===== src/sv/ese_pkg.sv =====
// Shared types and constants of the escape sequence expander.
// Holds the port payload structs, the decode command passed from front to back,
// and the queue sizing. Depends on nothing.
`default_nettype none

package ese_pkg;

	// Depth of the command queue between front and back
	localparam int FIFO_DEPTH = 4;
	localparam int FIFO_PTR_W = $clog2(FIFO_DEPTH);
	localparam int FIFO_CNT_W = $clog2(FIFO_DEPTH + 1);

	// Error codes carried in err_code
	localparam logic [2:0] ERR_NONE       = 3'd0;
	localparam logic [2:0] ERR_BROKEN_ESC = 3'd1;
	localparam logic [2:0] ERR_INCOMPLETE = 3'd2;
	localparam logic [2:0] ERR_BAD_DIGIT  = 3'd3;
	localparam logic [2:0] ERR_UNENCODABLE = 3'd4;
	localparam logic [2:0] ERR_NO_HEX     = 3'd5;
	localparam logic [2:0] ERR_UNKNOWN    = 3'd6;

	typedef struct packed {
		logic [7:0] in_byte;
		logic       string_end;
	} in_item_t;

	typedef struct packed {
		logic [7:0] out_byte;
		logic [2:0] err_code;
		logic       run_last;
		logic       string_done;
	} out_item_t;

	typedef enum logic [1:0] {
		CMD_BYTE,
		CMD_ERR,
		CMD_UTF8
	} cmd_kind_t;

	// One decoded action; the back end turns it into one to four results
	typedef struct packed {
		cmd_kind_t   kind;
		logic [7:0]  data;       // plain byte for CMD_BYTE
		logic [2:0]  err;        // error code for CMD_ERR
		logic [20:0] code_point; // code point for CMD_UTF8
		logic [1:0]  last_idx;   // UTF-8 length minus one
		logic        str_end;    // input byte was the last of its string
	} cmd_t;

	typedef enum logic [1:0] {
		MODE_TEXT,
		MODE_ESC,
		MODE_HEX,
		MODE_DROP
	} mode_t;

endpackage

`default_nettype wire


===== src/sv/ese_front.sv =====
// Front end of the escape sequence expander: decode state machine.
// Classifies each accepted byte and pushes a command when it yields results.
// Depends on ese_pkg.
`default_nettype none

module ese_front
	import ese_pkg::*;
(
	input  wire logic     clk,
	input  wire logic     arst_n,
	input  wire logic     accept,
	input  wire in_item_t item,
	output logic          cmd_valid,
	output cmd_t          cmd
);

	mode_t       mode_q, mode_d;
	logic [3:0]  wanted_q, wanted_d;
	logic [3:0]  seen_q, seen_d;
	logic [31:0] value_q, value_d;
	logic        bad_q, bad_d;
	logic        hexbyte_q, hexbyte_d;

	logic        nib_ok;
	logic [3:0]  nib;
	logic [3:0]  seen_inc;
	logic [31:0] value_inc;
	logic        bad_inc;
	logic [7:0]  b;
	logic        last;

	always_comb begin
		b      = item.in_byte;
		last   = item.string_end;
		nib_ok = 1'b1;
		nib    = 4'd0;
		if (b >= 8'h30 && b <= 8'h39) begin
			nib = 4'(b - 8'h30);
		end else if (b >= 8'h61 && b <= 8'h66) begin
			nib = 4'(b - 8'h57);
		end else if (b >= 8'h41 && b <= 8'h46) begin
			nib = 4'(b - 8'h37);
		end else begin
			nib_ok = 1'b0;
		end
		seen_inc  = seen_q + 4'd1;
		value_inc = nib_ok ? {value_q[27:0], nib} : value_q;
		bad_inc   = bad_q | ~nib_ok;
	end

	always_ff @(posedge clk or negedge arst_n) begin
		if (!arst_n) begin
			mode_q    <= MODE_TEXT;
			wanted_q  <= '0;
			seen_q    <= '0;
			value_q   <= '0;
			bad_q     <= 1'b0;
			hexbyte_q <= 1'b0;
		end else if (accept) begin
			mode_q    <= mode_d;
			wanted_q  <= wanted_d;
			seen_q    <= seen_d;
			value_q   <= value_d;
			bad_q     <= bad_d;
			hexbyte_q <= hexbyte_d;
		end
	end

	always_comb begin
		mode_d         = mode_q;
		wanted_d       = wanted_q;
		seen_d         = seen_q;
		value_d        = value_q;
		bad_d          = bad_q;
		hexbyte_d      = hexbyte_q;
		cmd_valid      = 1'b0;
		cmd.kind       = CMD_BYTE;
		cmd.data       = b;
		cmd.err        = ERR_NONE;
		cmd.code_point = '0;
		cmd.last_idx   = 2'd0;
		cmd.str_end    = last;

		unique case (mode_q)
			MODE_TEXT: begin
				if (b == 8'h5C) begin
					if (last) begin
						cmd_valid = 1'b1;
						cmd.kind  = CMD_ERR;
						cmd.err   = ERR_BROKEN_ESC;
					end else begin
						mode_d = MODE_ESC;
					end
				end else begin
					cmd_valid = 1'b1;
				end
			end
			MODE_ESC: begin
				mode_d    = MODE_TEXT;
				cmd_valid = 1'b1;
				case (b)
					8'h5C, 8'h22: cmd.data = b;
					8'h6E: cmd.data = 8'h0A;
					8'h72: cmd.data = 8'h0D;
					8'h74: cmd.data = 8'h09;
					8'h75, 8'h55: begin
						if (last) begin
							cmd.kind = CMD_ERR;
							cmd.err  = ERR_INCOMPLETE;
						end else begin
							// start collecting hex digits of a code point
							cmd_valid = 1'b0;
							mode_d    = MODE_HEX;
							wanted_d  = (b == 8'h75) ? 4'd4 : 4'd8;
							seen_d    = '0;
							value_d   = '0;
							bad_d     = 1'b0;
							hexbyte_d = 1'b0;
						end
					end
					8'h78: begin
						if (last) begin
							cmd.kind = CMD_ERR;
							cmd.err  = ERR_NO_HEX;
						end else begin
							cmd_valid = 1'b0;
							mode_d    = MODE_HEX;
							wanted_d  = 4'd2;
							seen_d    = '0;
							value_d   = '0;
							bad_d     = 1'b0;
							hexbyte_d = 1'b1;
						end
					end
					default: begin
						cmd.kind = CMD_ERR;
						cmd.err  = ERR_UNKNOWN;
						mode_d   = last ? MODE_TEXT : MODE_DROP;
					end
				endcase
			end
			MODE_HEX: begin
				if (seen_inc < wanted_q && !last) begin
					// hold: more digits to come
					seen_d  = seen_inc;
					value_d = value_inc;
					bad_d   = bad_inc;
				end else begin
					cmd_valid = 1'b1;
					mode_d    = MODE_TEXT;
					wanted_d  = '0;
					seen_d    = '0;
					value_d   = '0;
					bad_d     = 1'b0;
					hexbyte_d = 1'b0;
					if (seen_inc < wanted_q && !hexbyte_q) begin
						cmd.kind = CMD_ERR;
						cmd.err  = ERR_INCOMPLETE;
					end else if (bad_inc) begin
						cmd.kind = CMD_ERR;
						cmd.err  = ERR_BAD_DIGIT;
						mode_d   = last ? MODE_TEXT : MODE_DROP;
					end else if (hexbyte_q) begin
						cmd.data = value_inc[7:0];
					end else if (value_inc >= 32'h0011_0000) begin
						cmd.kind = CMD_ERR;
						cmd.err  = ERR_UNENCODABLE;
						mode_d   = last ? MODE_TEXT : MODE_DROP;
					end else begin
						cmd.kind       = CMD_UTF8;
						cmd.code_point = value_inc[20:0];
						if (value_inc < 32'h80) begin
							cmd.last_idx = 2'd0;
						end else if (value_inc < 32'h800) begin
							cmd.last_idx = 2'd1;
						end else if (value_inc < 32'h1_0000) begin
							cmd.last_idx = 2'd2;
						end else begin
							cmd.last_idx = 2'd3;
						end
					end
				end
			end
			MODE_DROP: begin
				if (last) begin
					mode_d = MODE_TEXT;
				end
			end
			default: mode_d = MODE_TEXT;
		endcase
	end

endmodule

`default_nettype wire


===== src/sv/ese_fifo.sv =====
// Short command queue between the decode front end and the output back end.
// Register array with read and write pointers and an occupancy count.
// Depends on ese_pkg.
`default_nettype none

module ese_fifo
	import ese_pkg::*;
(
	input  wire logic clk,
	input  wire logic arst_n,
	input  wire logic push,
	input  wire cmd_t push_data,
	output logic      not_full,
	input  wire logic pop,
	output logic      not_empty,
	output cmd_t      head
);

	cmd_t                  entries_q [FIFO_DEPTH];
	logic [FIFO_PTR_W-1:0] wr_ptr_q;
	logic [FIFO_PTR_W-1:0] rd_ptr_q;
	logic [FIFO_CNT_W-1:0] count_q;

	assign not_full  = (count_q != FIFO_CNT_W'(FIFO_DEPTH));
	assign not_empty = (count_q != '0);
	assign head      = entries_q[rd_ptr_q];

	always_ff @(posedge clk) begin
		if (push) begin
			entries_q[wr_ptr_q] <= push_data;
		end
	end

	always_ff @(posedge clk or negedge arst_n) begin
		if (!arst_n) begin
			wr_ptr_q <= '0;
			rd_ptr_q <= '0;
			count_q  <= '0;
		end else begin
			if (push) begin
				wr_ptr_q <= (wr_ptr_q == FIFO_PTR_W'(FIFO_DEPTH - 1)) ? '0 : wr_ptr_q + 1'b1;
			end
			if (pop) begin
				rd_ptr_q <= (rd_ptr_q == FIFO_PTR_W'(FIFO_DEPTH - 1)) ? '0 : rd_ptr_q + 1'b1;
			end
			if (push && !pop) begin
				count_q <= count_q + 1'b1;
			end else if (pop && !push) begin
				count_q <= count_q - 1'b1;
			end
		end
	end

endmodule

`default_nettype wire


===== src/sv/ese_back.sv =====
// Back end of the escape sequence expander. Depends on ese_pkg. Expands
// queued commands into registered results, one per cycle unless stalled.
`default_nettype none

module ese_back
	import ese_pkg::*;
(
	input  wire logic clk,
	input  wire logic arst_n,
	input  wire logic cmd_valid,
	input  wire cmd_t cmd,
	output logic      cmd_pop,
	output logic      out_valid,
	input  wire logic out_ready,
	output out_item_t out_data
);

	logic [1:0] idx_q;
	logic       out_valid_q;
	out_item_t  out_data_q;

	logic       load;
	logic       last_res;
	logic [1:0] shift;
	logic [5:0] chunk;
	out_item_t  res;

	always_comb begin
		shift = cmd.last_idx - idx_q;
		case (shift)
			2'd0:    chunk = cmd.code_point[5:0];
			2'd1:    chunk = cmd.code_point[11:6];
			2'd2:    chunk = cmd.code_point[17:12];
			default: chunk = {3'b000, cmd.code_point[20:18]};
		endcase

		last_res = (cmd.kind != CMD_UTF8) || (idx_q == cmd.last_idx);

		res.err_code    = ERR_NONE;
		res.run_last    = last_res;
		res.string_done = cmd.str_end && last_res;
		unique case (cmd.kind)
			CMD_BYTE: res.out_byte = cmd.data;
			CMD_ERR: begin
				res.out_byte    = 8'h00;
				res.err_code    = cmd.err;
				res.string_done = 1'b1;
			end
			CMD_UTF8: begin
				if (idx_q != 2'd0) begin
					res.out_byte = {2'b10, chunk};
				end else begin
					unique case (cmd.last_idx)
						2'd0: res.out_byte = {1'b0, cmd.code_point[6:0]};
						2'd1: res.out_byte = {3'b110, cmd.code_point[10:6]};
						2'd2: res.out_byte = {4'b1110, cmd.code_point[15:12]};
						default: res.out_byte = {5'b11110, cmd.code_point[20:18]};
					endcase
				end
			end
			default: res.out_byte = 8'h00;
		endcase
	end

	assign load      = cmd_valid && (!out_valid_q || out_ready);
	assign cmd_pop   = load && last_res;
	assign out_valid = out_valid_q;
	assign out_data  = out_data_q;

	always_ff @(posedge clk) begin
		if (load) begin
			out_data_q <= res;
		end
	end

	always_ff @(posedge clk or negedge arst_n) begin
		if (!arst_n) begin
			out_valid_q <= 1'b0;
			idx_q       <= '0;
		end else begin
			if (load) begin
				out_valid_q <= 1'b1;
			end else if (out_ready) begin
				out_valid_q <= 1'b0;
			end
			if (load) begin
				idx_q <= last_res ? 2'd0 : idx_q + 2'd1;
			end
		end
	end

endmodule

`default_nettype wire


===== src/sv/escape_sequence_expander_top.sv =====
// Escape sequence expander: backslash escapes to bytes, code points to UTF-8.
// Each command is written into the queue, then loaded into the output register
// that drives out_valid. Reset clears all control state at once.
// Throughput: one input byte per cycle while the four-entry command queue has
// room; the output register drains one result per cycle while out_ready is
// high, so a UTF-8 code point takes one to four results.
`default_nettype none

module escape_sequence_expander_top
	import ese_pkg::*;
(
	input  wire logic      clk,
	input  wire logic      arst_n,
	input  wire logic      in_valid,
	output logic           in_ready,
	input  wire in_item_t  in_data,
	output logic           out_valid,
	input  wire logic      out_ready,
	output out_item_t      out_data
);

	logic accept;
	logic front_valid;
	cmd_t front_cmd;
	logic q_not_full;
	logic q_not_empty;
	logic q_pop;
	cmd_t q_head;

	// Take a new request whenever the queue has room; the decode state
	// advances on every accepted byte, whether or not it yields a command.
	assign in_ready = q_not_full;
	assign accept   = in_valid && q_not_full;

	ese_front u_front (
		.clk       (clk),
		.arst_n    (arst_n),
		.accept    (accept),
		.item      (in_data),
		.cmd_valid (front_valid),
		.cmd       (front_cmd)
	);

	// Decouple decoding from output so UTF-8 bursts stall input only once it fills.
	ese_fifo u_fifo (
		.clk       (clk),
		.arst_n    (arst_n),
		.push      (accept && front_valid),
		.push_data (front_cmd),
		.not_full  (q_not_full),
		.pop       (q_pop),
		.not_empty (q_not_empty),
		.head      (q_head)
	);

	// Expand the head command and hold each result until taken.
	ese_back u_back (
		.clk       (clk),
		.arst_n    (arst_n),
		.cmd_valid (q_not_empty),
		.cmd       (q_head),
		.cmd_pop   (q_pop),
		.out_valid (out_valid),
		.out_ready (out_ready),
		.out_data  (out_data)
	);

endmodule

`default_nettype wire


===== config.mk =====
export PLATFORM = sky130hd
export DESIGN_NAME = escape_sequence_expander_top
export DESIGN_NICKNAME = d
export VERILOG_FILES = /design/src/sv/ese_pkg.sv /design/src/sv/ese_front.sv /design/src/sv/ese_fifo.sv /design/src/sv/ese_back.sv /design/src/sv/escape_sequence_expander_top.sv
export SDC_FILE = /design/constraint.sdc
export NUM_CORES = 1
export LEC_CHECK = 0
export BUFFER_PORTS_ARGS = -buffer_cell sky130_fd_sc_hd__buf_2
export CAP_MARGIN = 20
export CELL_PAD_IN_SITES_DETAIL_PLACEMENT = 1
export CELL_PAD_IN_SITES_GLOBAL_PLACEMENT = 1
export CORE_AREA = 2 2 138 140
export CTS_BUF_LIST = sky130_fd_sc_hd__clkbuf_8
export CTS_CLUSTER_DIAMETER = 150
export DETAILED_ROUTE_END_ITERATION = 10
export DIE_AREA = 0 0 140 142
export PLACE_DENSITY_LB_ADDON = 0.1
export SKIP_LAST_GASP = 1
export SLEW_MARGIN = 40
export SYNTH_ARGS = -nofsm -noshare
export SYNTH_HDL_FRONTEND = slang
export SYNTH_HIERARCHICAL = 1
export SYNTH_SLANG_ARGS = --single-unit

===== constraint.sdc =====
create_clock -name clk -period 4.68 [get_ports clk]
set_input_delay 0.468 -clock clk [delete_from_list [all_inputs] [get_ports clk]]
set_output_delay 0.468 -clock clk [all_outputs]
set_load 0.02 [all_outputs]

; ---- Word-level counts from Yosys, hierarchy flattened
; Memories as Yosys holds them, arrays and structs flattened.
; Index checks and enable logic that the tools add are counted.
[classes]
n_addsub = 10
n_lt_le_gt_ge = 11
n_eq_ne = 31
n_mux = 90
bitwise = 2
n_reduce_logical = 34
[ops]
columns = cell, n
row1 = $mux W32, 4
row2 = $mux W23, 4
row3 = $pmux W32 S2, 1
row4 = $eq A8 B7 Y1 const B, 7
row5 = $pmux W8 S3, 2
row6 = $mux W2, 21
row7 = $mux W4, 10
row8 = $mux W36, 1
row9 = $ge A32 B21 Y1 const B, 1
row10 = $lt A32 B12 Y1 const B, 1
row11 = $lt A32 B17 Y1 const B, 1
row12 = $lt A32 B8 Y1 const B, 1
row13 = $mux W8, 4
row14 = $pmux W8 S2, 2
row15 = $mux W26, 1
row16 = $pmux W4 S2, 3
row17 = $mux W3, 7
row18 = $mux W1, 19
row19 = $pmux W3 S3, 2
row20 = $pmux W6 S3, 1
row21 = $ge A8 B7 Y1 const B, 2
row22 = $le A8 B7 Y1 const B, 2
row23 = $eq A2 B2 Y1 const B, 7
row24 = $logic_and A1 B1 Y1, 12
row25 = 34 further kinds, 62
[word_totals]
regBits = 67
mem_bits_rw = 148
input_bits = 13
out_inout_bits = 15
wordCells = 194
n_memories = 1
[memory_table]
columns = memory, depth, width, read_ports, rd_clocked_by_memory_dff, wr, line_no
row1 = u_fifo.entries_q, 4, 37, 1, 0, 1, ese_fifo.sv:19  ; cmd_t entries_q [FIFO_DEPTH];

; ---- Logic depth before layout (Yosys ltp)
; Gate-level depths: netlist (run 1).
[depth]
ltp_word = 16
depth_mapped = 15
depth_no_buf = 14

; ---- By module
; The synthesis (run 1) kept the hierarchy.
[modules_own_cells]
columns = module, instances, cells_per_inst, area_per_inst_um2, seq_area_each_um2
row1 = ese_fifo, 1, 231, 5745.5, 4619.4
row2 = ese_front, 1, 323, 2949.1, 1051.0
row3 = ese_back, 1, 127, 1214.9, 465.4
row4 = escape_sequence_expander_top, 1, 2, 12.5, 0.0

; ---- Worst setup path after synthesis (run 1)
; No wires, ideal clock.
[synth_timing]
kind = flip-flop to flip-flop
start = register u_front.seen_q[0]
end = memory u_fifo/entries_q[0][0] (netlist bit), enable pin
setup_time_ns = 0.398
arrival_time_ns = 2.971
required_time_ns = 4.282
setup_slack_ns = 1.311
path_stages_with_launch = 10
path_buffers = 0
period_less_slack_ns = 3.369
cell_sequence = dfrtp_1 -> ha_1 -> xor2_1 -> ha_1 -> nand2_1 -> o21ai_0 -> o21ai_0 -> a41oi_1 -> and3_1 -> and2_1
[synth_between]
elab_chain_cells = 8
[synth_lines]
columns = element, line_no
row1 = start: declaration, ese_front.sv:19  ; logic [3:0] seen_q, seen_d;
row2 = start signal: assignment, ese_front.sv:62  ; seen_q <= seen_d;
row3 = $add A4 B1 Y4, ese_front.sv:46  ; seen_inc = seen_q + 4'd1;
row4 = $lt A4 B4 Y1, ese_front.sv:143  ; if (seen_inc < wanted_q && !last) begin
row5 = $logic_and A1 B1 Y1, ese_front.sv:143
row6 = $mux W1, ese_front.sv:143
row7 = $pmux W1 S3, ese_front.sv:84  ; unique case (mode_q)
row8 = net front_valid, escape_sequence_expander_top.sv:23  ; logic front_valid;
row9 = $logic_and A1 B1 Y1, escape_sequence_expander_top.sv:48  ; .push (accept && front_valid),
row10 = $mux W1, ese_fifo.sv:29  ; if (push) begin
row11 = $mux W1 (not written as such), ese_fifo.sv:30  ; entries_q[wr_ptr_q] <= push_data;
row12 = end: declaration, ese_fifo.sv:19
; The timed path passes the listed nets, and every way through them passes these cells.

; ---- Worst setup path after layout (run 1)
[layout_timing]
start = register u_front.seen_q[0]
end = register u_fifo.count_q[2]
[layout_between]
elab_chain_cells = 9
elab_cells_between_ends = 11
cone_classes = add/sub (1) / order compare (1) / mux (3) / reduce/logical (6)
[layout_lines]
columns = element, line_no
row1 = $add A4 B1 Y4 *, ese_front.sv:46
row2 = $lt A4 B4 Y1 *, ese_front.sv:143
row3 = $logic_and A1 B1 Y1 *, ese_front.sv:143
row4 = $mux W1 *, ese_front.sv:143
row5 = $pmux W1 S3 *, ese_front.sv:84
row6 = net front_valid, escape_sequence_expander_top.sv:23
row7 = $logic_and A1 B1 Y1 *, escape_sequence_expander_top.sv:48
row8 = $logic_not A1 Y1, ese_fifo.sv:48  ; end else if (pop && !push) begin
row9 = $logic_and A1 B1 Y1, ese_fifo.sv:48
row10 = $reduce_bool A2 Y1 (no line), --
row11 = end signal: assignment, ese_fifo.sv:47  ; count_q <= count_q + 1'b1;
row12 = end signal: assignment, ese_fifo.sv:49  ; count_q <= count_q - 1'b1;
row13 = end: declaration, ese_fifo.sv:22  ; logic [FIFO_CNT_W-1:0] count_q;
; Mark *: on every way through the listed nets, which the timed path passes. The rest lies on a longest branch.
; A chain may end at the register's enable or synchronous reset.

==> Flow_metrics.wiki, run 1 <==
{| class="wikitable"
! Metric !! Value
|-
| CTS buffer count || 36
|-
| Number of distinct library cells after synthesis || 76
|-
| Count of warnings emitted by yosys || 6
|-
| Worst EP required || approximately 5100 ps
|-
| Wire length per cell || about 24 um
|-
| CP max-delay cell || sky130_fd_sc_hd__dfrtp_1
|-
| Diodes inserted || 0
|-
| Switching part of the total || 0.373
|-
| Global-route wire length before repair || around 37000 um
|-
| Element type at the critical path start || flip-flop
|-
| Fraction of post-synthesis cell area in the top cell type by area || 0.487
|-
| GRT Total Usage || 0.247
|-
| Total number of vias || ~6100
|-
| Post-DRT Antenna Nets || 0
|-
| Number of top-level pins || 28
|-
| 1st-iter DRT viols || a little under 400
|-
| Hold-fix buffer count after cts || 0
|-
| Number of nets in the finished design || about 770
|-
| Combined area of the multi-input logic cells || 3520 um^2
|-
| Total die area || ~20000 um^2
|-
| Final critical-path share of the clock period || 0.836
|-
| Seq/Total Area, Yosys || 0.618
|-
| Insertion delay to the later sink of the worst-skew pair || approximately 520 ps
|-
| Number of synthesized register bits || approximately 210
|-
| Main synth FF type || sky130_fd_sc_hd__edfxtp_1
|-
| Area of the placeable core || roughly 18000 um^2
|-
| Setup slack of the worst register-to-register path || between 700 and 800 ps
|-
| Outcome || finished clean
|-
| Number of global-route vias before repair || roughly 6600
|-
| Final number of setup-violating endpoints || 0
|-
| Per-instance average area after synthesis || about 15 um^2
|-
| Dominant cell type by area after synthesis || sky130_fd_sc_hd__edfxtp_1
|-
| Most common library cells after synthesis || 161 x sky130_fd_sc_hd__edfxtp_1, 52 x sky130_fd_sc_hd__dfrtp_1, 38 x sky130_fd_sc_hd__nand2_1
|-
| Maximum number of pins on one net before global-route repair || between 50 and 60
|-
| H-tree level count || 2
|-
| Routability congestion estimate || 0.874
|-
| Pre-CTS WS || 791 ps
|-
| Clock transition at the registers of the reported paths || approximately 60 ps
|-
| Number of antenna violations at the first check in global routing || 0
|-
| Number of buffers between clock root and the deepest sink || 3
|-
| TritonCTS sink count || roughly 210
|-
| Total negative slack || 0 ps
|-
| Detailed-route vias per instance || between 6 and 7
|-
| Worst slew pin tran || around 750 ps
|-
| Post-layout power || 6.86 mW
|-
| Setup repair bufs after CTS || 0
|-
| Initial Utilization || 0.538
|-
| Maximum frequency from static timing analysis || between 200 and 300 MHz
|-
| Mapped cell area || about 10000 um^2
|-
| I/O Buffers || 27
|-
| Estimated wirelength of the detail-placed design || 16600 um
|-
| Number of resized instances in the post-cts repair step || 0
|-
| RSZ-0062 raised after global routing || false
|-
| Total overflow reported by the global router || 0
|-
| Die Width || ~140 um
|-
| Worst-case headroom to the max-slew limit || 0.498
|-
| Max-capacitance violation count || 0
|-
| Critical Path Fanout Max || 9
|-
| Count of flip-flops with a built-in enable after synthesis || about 160
|-
| Remaining design rule violation count || 0
|-
| Area added between synthesis and finish || 9.92%
|-
| Share of total power in the clock network || 0.215
|-
| Hold Crit Class || in2async
|-
| Sequential cell area || just over 6000 um^2
|-
| Slack of the critical path || between 700 and 800 ps
|-
| Cell-internal power || approximately 4.3 mW
|-
| Capturing point of the worst reg2reg path || u_fifo/count_q[2]
|-
| Cell count after synthesis || between 600 and 700
|-
| Top cells by area, synth || sky130_fd_sc_hd__edfxtp_1 49%, sky130_fd_sc_hd__dfrtp_1 13%, sky130_fd_sc_hd__mux4_2 8.4%, sky130_fd_sc_hd__ha_1 3.0%, sky130_fd_sc_hd__a22o_1 2.8%
|-
| Nets in the synthesized netlist || 721
|-
| Detailed Routing Iterations Pass 1 || 6
|-
| Share of total power in combinational logic || 0.386
|-
| Min cycle time layout || ~4000 ps
|-
| Max incr delay on CP || about 410 ps
|-
| Height of the chip || roughly 140 um
|-
| Critical-path cell list || ha_1 -> xor2_1 -> ha_1 -> nand2_1 -> o21ai_0 -> o21ai_0 -> a41oi_1 -> and3_1 -> ha_1 -> inv_1 -> fa_1 -> xor2_1 -> nor2_1 -> xor2_1
|-
| Leading cell type by number of instances after synthesis || sky130_fd_sc_hd__edfxtp_1
|-
| Final count of pins violating max slew || 0
|-
| Peak supply drop || around 0.29 mV
|-
| Placement Rows || 50
|-
| Worst reg2reg path depth || 14
|-
| Proportion of synthesized flip-flops having asynchronous set or reset || 0.244
|-
| Proportion of layout cells with a drive suffix above 1 || 0.187
|-
| Leakage dissipation || a little over 4 nW
|-
| RR Startpoint || u_front/seen_q[0]
|-
| Clock Tree Root || sky130_fd_sc_hd__clkbuf_8
|-
| Largest clock skew in the final design || roughly 21 ps
|-
| Filler instances || about 1800
|-
| Sum of routed wire length over all layers || roughly 24000 um
|-
| Final Hold Fails || 0
|-
| Clock tree from TritonCTS || built
|-
| Classification of the worst setup path || reg2reg
|-
| Arr. time, crit path || between 4000 and 5000 ps
|-
| Part of the total power dissipated in sequential elements || 0.399
|-
| Sw power || ~2.6 mW
|-
| Power density normalized to cell area || around 630 nW/um^2
|-
| Final standard cell utilization of the core || 0.591
|-
| Crit end category || flip-flop
|}
[power groups by stage]
stage	registers, mW	clock network [mW]	logic (mW)
2_1_floorplan	2.76	0	1.85
3_3_place_gp	2.75	0	2.54
3_5_place_dp	2.78	0	2.62
4_1_cts	2.75	1.51	2.64
5_1_grt	2.78	1.59	2.86
6_report	2.74	1.47	2.65
[critical path: cells and delay by family (launching register included)]
| kind | cells | cell delay [ps] |
|---|---|---|
| AO/OA/AOI/OAI | 3 | 990 |
| XOR/XNOR | 3 | 560 |
| adder cells (fa/ha/maj) | 4 | 1170 |
| buffers and inverters | 1 | 70 |
| flip-flops | 1 | 410 |
| AND/OR/NAND/NOR | 3 | 630 |
[worst max-delay path by stage]
stage	depth (start not counted)	start	end
2_1_floorplan	9	u_front/seen_q[0]	u_fifo/entries_q[0][0]
3_3_place_gp	12	u_front/seen_q[0]	u_fifo/count_q[1]
3_5_place_dp	14	u_front/seen_q[0]	u_fifo/count_q[2]
4_1_cts	14	u_front/seen_q[0]	u_fifo/count_q[2]
5_1_grt	14	u_front/seen_q[0]	u_fifo/count_q[2]
6_report	14	u_front/seen_q[0]	u_fifo/count_q[2]
[layout make-up]
| class | count | area share |
|---|---|---|
| Timing Repair Buffer | 37 | 0.0200 |
| Clock inverter | 25 | 0.0101 |
| Clock buffer | 39 | 0.0492 |
| Multi-Input combinational cell | 415 | 0.323 |
| Tap cell | 234 | 0.0268 |
| Sequential cell | 213 | 0.563 |
| Inverter | 25 | 0.00860 |
[cells in the final DEF, fill, tap and decap left out, drive strengths merged, types with 24 or more instances in the layout]
master / netlist / layout
edfxtp: 161 / 161
dfrtp: 52 / 52
inv: 25 / 42
clkbuf: 10 / 39
nand2: 39 / 39
o21ai: 38 / 38
mux4: 37 / 37
buf: 20 / 37
nor2: 33 / 33
a22o: 32 / 32
ha: 24 / 24
[kinds of logic (layout without fill, tap and decap cells)]
family,after synthesis,in the layout,share of synthesized area
compound gates,146,146,0.111
xor+xnor,10,10,0.0105
fa+ha+maj,25,25,0.0323
buf+inv,55,126,0.0279
flops,213,213,0.618
mux,49,49,0.0963
simple gates,185,185,0.104
[registers in the layout (all words and copies together) (netlist names)]
signal and count:
u_back/out_valid 1, u_fifo/count_q 3, u_front/value_q 32, u_back/out_data 13, u_front/mode_q 2, u_fifo/entries_q 148, u_fifo/wr_ptr_q 2, u_front/wanted_q 3
u_fifo/rd_ptr_q 2, u_front/seen_q 4, u_back/idx_q 2, u_front/bad_q 1
[stage by stage]
step | area [um^2] | hold slack [ps] | cells
final | 10900 | 75.2 | 988
after global routing | 10900 | 112 | 988
after CTS | 10900 | 79.9 | 988
after global placement | 10200 | 473 | 922
after detailed placement | 10300 | 469 | 924
after floorplan | 9920 | 172 | 683
[layer usage]
layer / routed length [um] / vias up / global-route usage
met5: 0 / - / 0
met2: 11700 / 147 / 0.410
li1: - / 2778 / -
met3: 954 / 40 / 0.0424
met1: 10300 / 3181 / 0.335
met4: 622 / 0 / 0.0883
No activity file was read; power rests on OpenSTA's default activity.
==> run 2, diff against run 1 <==
--- a/config.mk
+++ b/config.mk
@@ -9,11 +9,11 @@
 export CAP_MARGIN = 20
 export CELL_PAD_IN_SITES_DETAIL_PLACEMENT = 1
 export CELL_PAD_IN_SITES_GLOBAL_PLACEMENT = 1
-export CORE_AREA = 2 2 138 140
+export CORE_AREA = 2 2 146 148
 export CTS_BUF_LIST = sky130_fd_sc_hd__clkbuf_8
 export CTS_CLUSTER_DIAMETER = 150
 export DETAILED_ROUTE_END_ITERATION = 10
-export DIE_AREA = 0 0 140 142
+export DIE_AREA = 0 0 148 150
 export PLACE_DENSITY_LB_ADDON = 0.1
 export SKIP_LAST_GASP = 1
 export SLEW_MARGIN = 40
==> constraint.sdc (replaced) <==
create_clock -name clk -period 3.17 [get_ports clk]
set_input_delay 0.317 -clock clk [delete_from_list [all_inputs] [get_ports clk]]
set_output_delay 0.317 -clock clk [all_outputs]
set_load 0.02 [all_outputs]
==> run 2 against run 1 <==
Effect of this change:
- worst setup slack got worse by 650 ps
- die area grew 12%
- flip-flop and latch count stayed put
- non-clock buffer count grew 29
- critical endpoint is now u_fifo/count_q[1]
==> Flow_metrics.wiki, run 2 (synthesis results as in run 1) <==
{| class="wikitable"
! Metric !! Value
|-
| Outcome || finished clean
|-
| Crit end category || flip-flop
|-
| Final number of setup-violating endpoints || 0
|-
| Design area || about 11000 um^2
|-
| CTS buffer count || 37
|-
| Wire length per cell || about 23 um
|-
| Critical Path Fanout Max || 6
|-
| Hold_ws || approximately 67 ps
|-
| Arr. time, crit path || roughly 3500 ps
|-
| Number of global-route vias before repair || roughly 6700
|-
| Number of buffers between clock root and the deepest sink || 3
|-
| Top cell by count, worst path || sky130_fd_sc_hd__inv_1
|-
| Placed cell area || about 11000 um^2
|-
| Worst-case headroom to the max-slew limit || 0.595
|-
| Proportion of layout cells with a drive suffix above 1 || 0.225
|-
| TritonCTS sink count || approximately 210
|-
| Initial Utilization || 0.480
|-
| H-tree level count || 2
|-
| Post-DRT Antenna Nets || 0
|-
| Remaining design rule violation count || 0
|-
| Largest register FFs || 148
|-
| Estimated wirelength of the detail-placed design || between 15000 and 20000 um
|-
| Filler instances || just over 2000
|-
| Insertion delay to the later sink of the worst-skew pair || between 500 and 600 ps
|-
| Die Width || about 150 um
|-
| Number of top-level pins || 28
|-
| Detailed Routing Iterations Pass 1 || 5
|-
| Critical-path cell list || buf_4 -> mux4_2 -> xnor2_2 -> a21oi_4 -> nor2b_1 -> inv_1 -> ha_1 -> inv_1 -> fa_1 -> mux2_2
|-
| Max-capacitance violation count || 0
|-
| Routability congestion estimate || between 0.8 and 0.9
|-
| Launch point of the worst path || u_fifo/rd_ptr_q[0]
|-
| RSZ-0062 raised after global routing || true
|-
| RR Startpoint || u_fifo/rd_ptr_q[0]
|-
| Worst slew pin tran || approximately 590 ps
|-
| Clock transition at the registers of the reported paths || about 60 ps
|-
| Sum of routed wire length over all layers || 24700 um
|-
| Classification of the worst setup path || reg2reg
|-
| Clock tree from TritonCTS || built
|-
| Commonest cells after routing, fill and taps aside || 161 x sky130_fd_sc_hd__edfxtp_1, 51 x sky130_fd_sc_hd__dfrtp_1, 40 x sky130_fd_sc_hd__clkbuf_8, 40 x sky130_fd_sc_hd__inv_1, 38 x sky130_fd_sc_hd__nand2_1
|-
| Total die area || approximately 22000 um^2
|-
| Final count of pins violating max slew || 0
|-
| CP max-delay cell || sky130_fd_sc_hd__mux4_2
|-
| Height of the chip || ~150 um
|-
| Maximum frequency from static timing analysis || 328 MHz
|-
| Max incr delay on CP || slightly above 600 ps
|-
| Startpoint of the lowest-slack hold path || out_ready
|-
| Min cycle time layout || ~3100 ps
|-
| Most frequent standard cell in the layout excluding fill and tap cells || sky130_fd_sc_hd__edfxtp_1
|-
| Largest clock skew in the final design || 20.0 ps
|-
| Global-route wire length before repair || between 30000 and 40000 um
|-
| Maximum number of pins on one net before global-route repair || 38
|-
| Element type at the critical path start || flip-flop
|-
| Area added between synthesis and finish || 13.9%
|-
| Placement Rows || 53
|-
| Detailed-route vias per instance || 5.88
|-
| Area of the placeable core || 20700 um^2
|-
| Total number of vias || 6233
|-
| Power density normalized to cell area || roughly 940 nW/um^2
|-
| Clock Tree Root || sky130_fd_sc_hd__clkbuf_8
|-
| Final critical-path share of the clock period || 0.963
|-
| Leakage dissipation || 4.31 nW
|-
| Diodes inserted || 0
|-
| Number of nets in the finished design || approximately 800
|-
| Final Hold Fails || 0
|-
| Total overflow reported by the global router || 0
|-
| Biggest register || u_fifo/entries_q
|-
| GRT Total Usage || 0.229
|-
| Peak supply drop || 0.426 mV
|-
| I/O Buffers || 27
|-
| 1st-iter DRT viols || 430
|-
| Hold Crit Class || in2reg
|-
| Number of antenna violations at the first check in global routing || 0
|-
| Worst EP required || 3580 ps
|}
-- run 2: cell type report --
type | instances | area (um^2) | share of cell area
inverter | 25 | 93.8 | 0.00830
multi-input combinational | 415 | 3550 | 0.314
tap | 275 | 344 | 0.0304
clock buffer | 40 | 551 | 0.0487
clock inverter | 26 | 133 | 0.0117
timing repair buffer | 66 | 499 | 0.0442
sequential | 213 | 6140 | 0.543
-- run 2: repair_timing --
item / 4_1_cts / 5_1_grt
endpoints found under the setup margin: 2 / 13
pin swaps: 0 / 2
endpoints found under the hold margin: 28 / 0
setup buffers: 0 / 2
resized for setup: 1 / 5
hold buffers: 1 / 0
-- run 2: final timing paths --
kind | endpoint | slack [ps] | cells after the start
max | u_fifo/count_q[1] | 120 | 10
min | u_back/out_valid | 70 | 3
max reg2reg | u_fifo/count_q[1] | 120 | 10
min reg2reg | u_front/wanted_q[2] | 480 | 1
max in group asynchronous | u_front/mode_q[0] | 2200 | 3
min in group asynchronous | u_back/idx_q[1] | 280 | 2
-- run 2: critical path: cells and delay by family, from the launching register on --
family,cells,cell delay [ps]
mux,2,890
compound gates,1,120
fa+ha+maj,2,620
xor+xnor,1,330
buf+inv,3,340
flops,1,420
simple gates,1,220
-- run 2: power breakdown --
part / switching [mW] / leakage [nW] / total, mW / internal (mW)
combinational: 2.59 / 1.69 / 4.31 / 1.72
clock: 1.07 / 0.407 / 2.32 / 1.24
sequential: 0.219 / 2.21 / 3.99 / 3.77
-- run 2: per-stage QoR --
step | instances | setup TNS, ps | util | worst slack, ps | power (mW)
2_1_floorplan | 683 | 0 | - | 1.90 | 6.81
3_3_place_gp | 990 | 0 | 0.509 | 41.5 | 8.07
3_5_place_dp | 991 | -66.1 | 0.510 | -66.1 | 8.25
4_1_cts | 1058 | 0 | 0.544 | 3.29 | 10.6
5_1_grt | 1060 | -288 | 0.546 | -31.9 | 11.2
6_report | 1060 | 0 | 0.546 | 117 | 10.6
-- run 2: metal layers --
layer  routed length (um)  part of all wire  track usage  vias to the layer above
li1                     -                 -            -                     2844
met1                10700              0.43        0.310                     3209
met2                12500              0.51        0.382                      136
met3                  879             0.036       0.0348                       44
met4                  600             0.024       0.0762                        0
met5                    0                 0            0                        -
